## config.mk

```make
export PLATFORM = sky130hd
export DESIGN_NAME = vcac_vc_ops
export DESIGN_NICKNAME = d
export VERILOG_FILES = /design/src/sv/vcac_vc_ops.sv
export SDC_FILE = /design/constraint.sdc
export NUM_CORES = 1
export LEC_CHECK = 0
export ABC_AREA = 0
export BUFFER_PORTS_ARGS = -buffer_cell sky130_fd_sc_hd__buf_2
export CAP_MARGIN = 40
export CORE_AREA = 5 5 148 150
export DETAILED_ROUTE_END_ITERATION = 8
export DIE_AREA = 0 0 153 155
export GPL_TIMING_DRIVEN = 0
export MAX_ROUTING_LAYER = met4
export PLACE_DENSITY_LB_ADDON = 0.12
export SETUP_SLACK_MARGIN = 0.4
export SYNTH_ARGS = -nofsm -noshare
export SYNTH_HDL_FRONTEND = slang
export SYNTH_SLANG_ARGS = --single-unit
export TNS_END_PERCENT = 5
```

## constraint.sdc

```tcl
create_clock -name vclk -period 3.05
set_input_delay 0.61 -clock vclk [all_inputs]
set_output_delay 0.61 -clock vclk [all_outputs]
set_load 0.01 [all_outputs]
```

## src/sv/vcac_vc_ops.sv

```systemverilog
module vcac_vc_ops #(
   parameter int LANES = 4,
   parameter int BITS  = 32
) (
   input  logic [LANES-1:0][BITS-1:0] lhs,
   input  logic [LANES-1:0][BITS-1:0] rhs,
   input  logic [LANES-1:0]           mask,
   output logic                       le,
   output logic [LANES-1:0][BITS-1:0] mx
);

   // le: lhs <= rhs on every masked entry; mx: masked entrywise max, lhs elsewhere
   always_comb begin
      le = 1'b1;
      for (int i = 0; i < LANES; i++) begin
         mx[i] = lhs[i];
         if (mask[i]) begin
            if (lhs[i] > rhs[i]) begin
               le = 1'b0;
            end else begin
               mx[i] = rhs[i];
            end
         end
      end
   end

endmodule

```

==> impl_metrics.toml <==
[drt]
postRouteAntennaNets = 0
wl_met1_um = 8270
routed_via_density = 4.45
via_count = 5726
dr_wl_met3_um = 1250
drt_first_iter_violations = 86
top_layer = "met4"
wl_per_cell_um = 15.8
drt_wl_total_um = 20400
drc = 0
met2WireLength_um = 10800
firstDrtPassIters = 4

[die]
die_h_um = 155
coreArea_um2 = 20600
rows = 53
fp.dieW_um = 153
die_area_um2 = 23700
io_pins = 389
start_util_pct = 24.3

[job]
drv_cap = 0

[layout]
synthToLayoutAreaGrowth_pct = 78.8
multi_input_area_um2 = 5210
finalInstanceArea_um2 = 8950
clkbuf_count = 0
layout-drive-gt1-share_pct = 62.1
fill_cells = 2081
final_nets = 1400
seq_cells = 0
final_core_util_pct = 43.5
register_area_um2 = 0

[sta]
fin_worst_hold_slack_ns = 1.52
period_share_pct = 115
final_hold_viol_count = 0
slew_headroom_pct = 69.0
slew_violations = 0
finalSetupViolCount = 129
worst_pin_slew_ns = 0.461
final.min_clock_period_ns = 3.52
max_freq_ghz = 0.284
rsz0062_at_grt = "true"
fin_ws_ns = -0.468

[logic_synthesis]
yosysMostFrequentCell = "inv_1"
yosysSeqAreaShare_pct = 0
synthCells = 611
ys_warn_count = 0
synth_cell_types = 42
synth.top_cells.by_area = "ha_1 32%, mux2_2 16%, mux2_4 16%"
synth_top_area_share_pct = 32.0
ys_top_cells_by_count = "134 x inv_1, 128 x ha_1, 72 x mux2_2"
yosysTopAreaCell = "ha_1"
synth.avg_cell_area_um2 = 8.19
synthesis.nets = 999
syn-cell-area_um2 = 5000

[pwr]
ir_drop_uv = 87.5
pwr_density_cell_nw_per_um2 = 182
p_leak_nw = 4.99
p_total_mw = 1.62

[setup_path]
worst-endpoint-arrival_ns = 2.91
crit_start = "rhs[73]"
end_kind = "output pin"
start_kind = "input pin"
cp_max_fo = 5
crit_required_ns = 2.44
crit_type = "in2out"

[min_path]
hold_path_class = "in2out"
hold_depth = 3
holdPathEnd = "mx[40]"
min-delay-start = "rhs[40]"

[global_routing]
grtUsageTotal_pct = 16.1
grt_max_degree = 11
grt_overflow_total = 0
antenna_found_initial = 2
grt_pass1_wl_um = 30800
first_global_vias = 5996

[place]
dp_hpwl_um = 18600
gp_congestion = 0.853
place_area_um2 = 8000
io_buffers = 389

[outcome]
violations = "negative setup slack"
status = "complete, but fails checks"
## critical path, stage by stage
cell	delay (ns)
buf_12	0.09
inv_12	0.03
ha_4	0.25
nand4_1	0.12
or4_4	0.55
o211ai_1	0.26
a21oi_2	0.10
o21a_4	0.28
clkbuf_16	0.18
mux2_4	0.29
buf_2	0.14
## stage by stage
| step | std cells | setup TNS [ns] | setup slack (ns) |
|---|---|---|---|
| after detailed placement | 1275 | -70.81 | -0.707 |
| after global placement | 1275 | -71.25 | -0.704 |
| after global routing | 1287 | -61.55 | -0.544 |
| after CTS | 1280 | -48.90 | -0.492 |
| final | 1287 | -45.13 | -0.468 |
| after floorplan | 611 | -2.92 | -0.0366 |
## placed cells by master, fill, tap and decap left out, types with 7 or more instances in the layout
master | synthesis | layout
a21oi_2 | 0 | 7
buf_6 | 6 | 88
mux2_4 | 54 | 120
nand2_1 | 43 | 43
inv_1 | 134 | 106
ha_4 | 0 | 35
inv_4 | 0 | 13
o21ai_0 | 16 | 11
buf_12 | 0 | 9
nor2_1 | 12 | 12
nand3_1 | 12 | 12
ha_1 | 128 | 93
inv_2 | 0 | 12
buf_4 | 3 | 8
a21oi_1 | 57 | 49
buf_2 | 3 | 301
nand4_1 | 18 | 18
mux2_2 | 72 | 8
## routing by layer
| metal | up-vias | track usage (%) |
|---|---|---|
| met5 | - | - |
| li1 | 2980 | - |
| met4 | 0 | 0.255 |
| met1 | 2534 | 18.6 |
| met3 | 4 | 2.64 |
| met2 | 208 | 31.0 |
## what timing repair did
action,CTS,global route
endpoints found under the hold margin,0,0
hold buffers,0,0
setup endpoints to repair,129,129
pin swaps,15,12
cloned,1,1
gates resized for setup,117,43
setup buffers,4,4
## cell families after synthesis
kind of cell | count (synthesis) | synth area share, %
multiplexers | 128 | 32.9
adder cells (fa/ha/maj) | 128 | 32.0
buffers and inverters | 146 | 12.2
AND/OR/NAND/NOR | 107 | 10.9
AO/OA/AOI/OAI | 102 | 12.1
## cell type report
type	instances	share of cell area (%)
Tap cell	275	3.85
Timing Repair Buffer	399	29.3
Antenna cell	2	0.0559
Multi-Input combinational cell	465	58.2
Buffer	12	2.34
Inverter	134	6.24
## where the power goes
| group | switching, mW | total, mW | internal [mW] | leakage [nW] |
|---|---|---|---|---|
| clock network | 0 | 0.0000000879 | 0.0000000879 | 0.0000127 |
| logic | 0.707 | 1.62 | 0.917 | 4.99 |
| registers | 0 | 0 | 0 | 0 |
## worst max-delay path by stage
stage / endpoint / slack (ns) / cells after the start
floorplan: mx[65] / -0.04 / 9
global placement: mx[53] / -0.70 / 12
detailed placement: mx[53] / -0.71 / 12
CTS: mx[72] / -0.49 / 11
global route: mx[65] / -0.54 / 11
finish: mx[73] / -0.47 / 11
(Power assumes the default switching activity.)
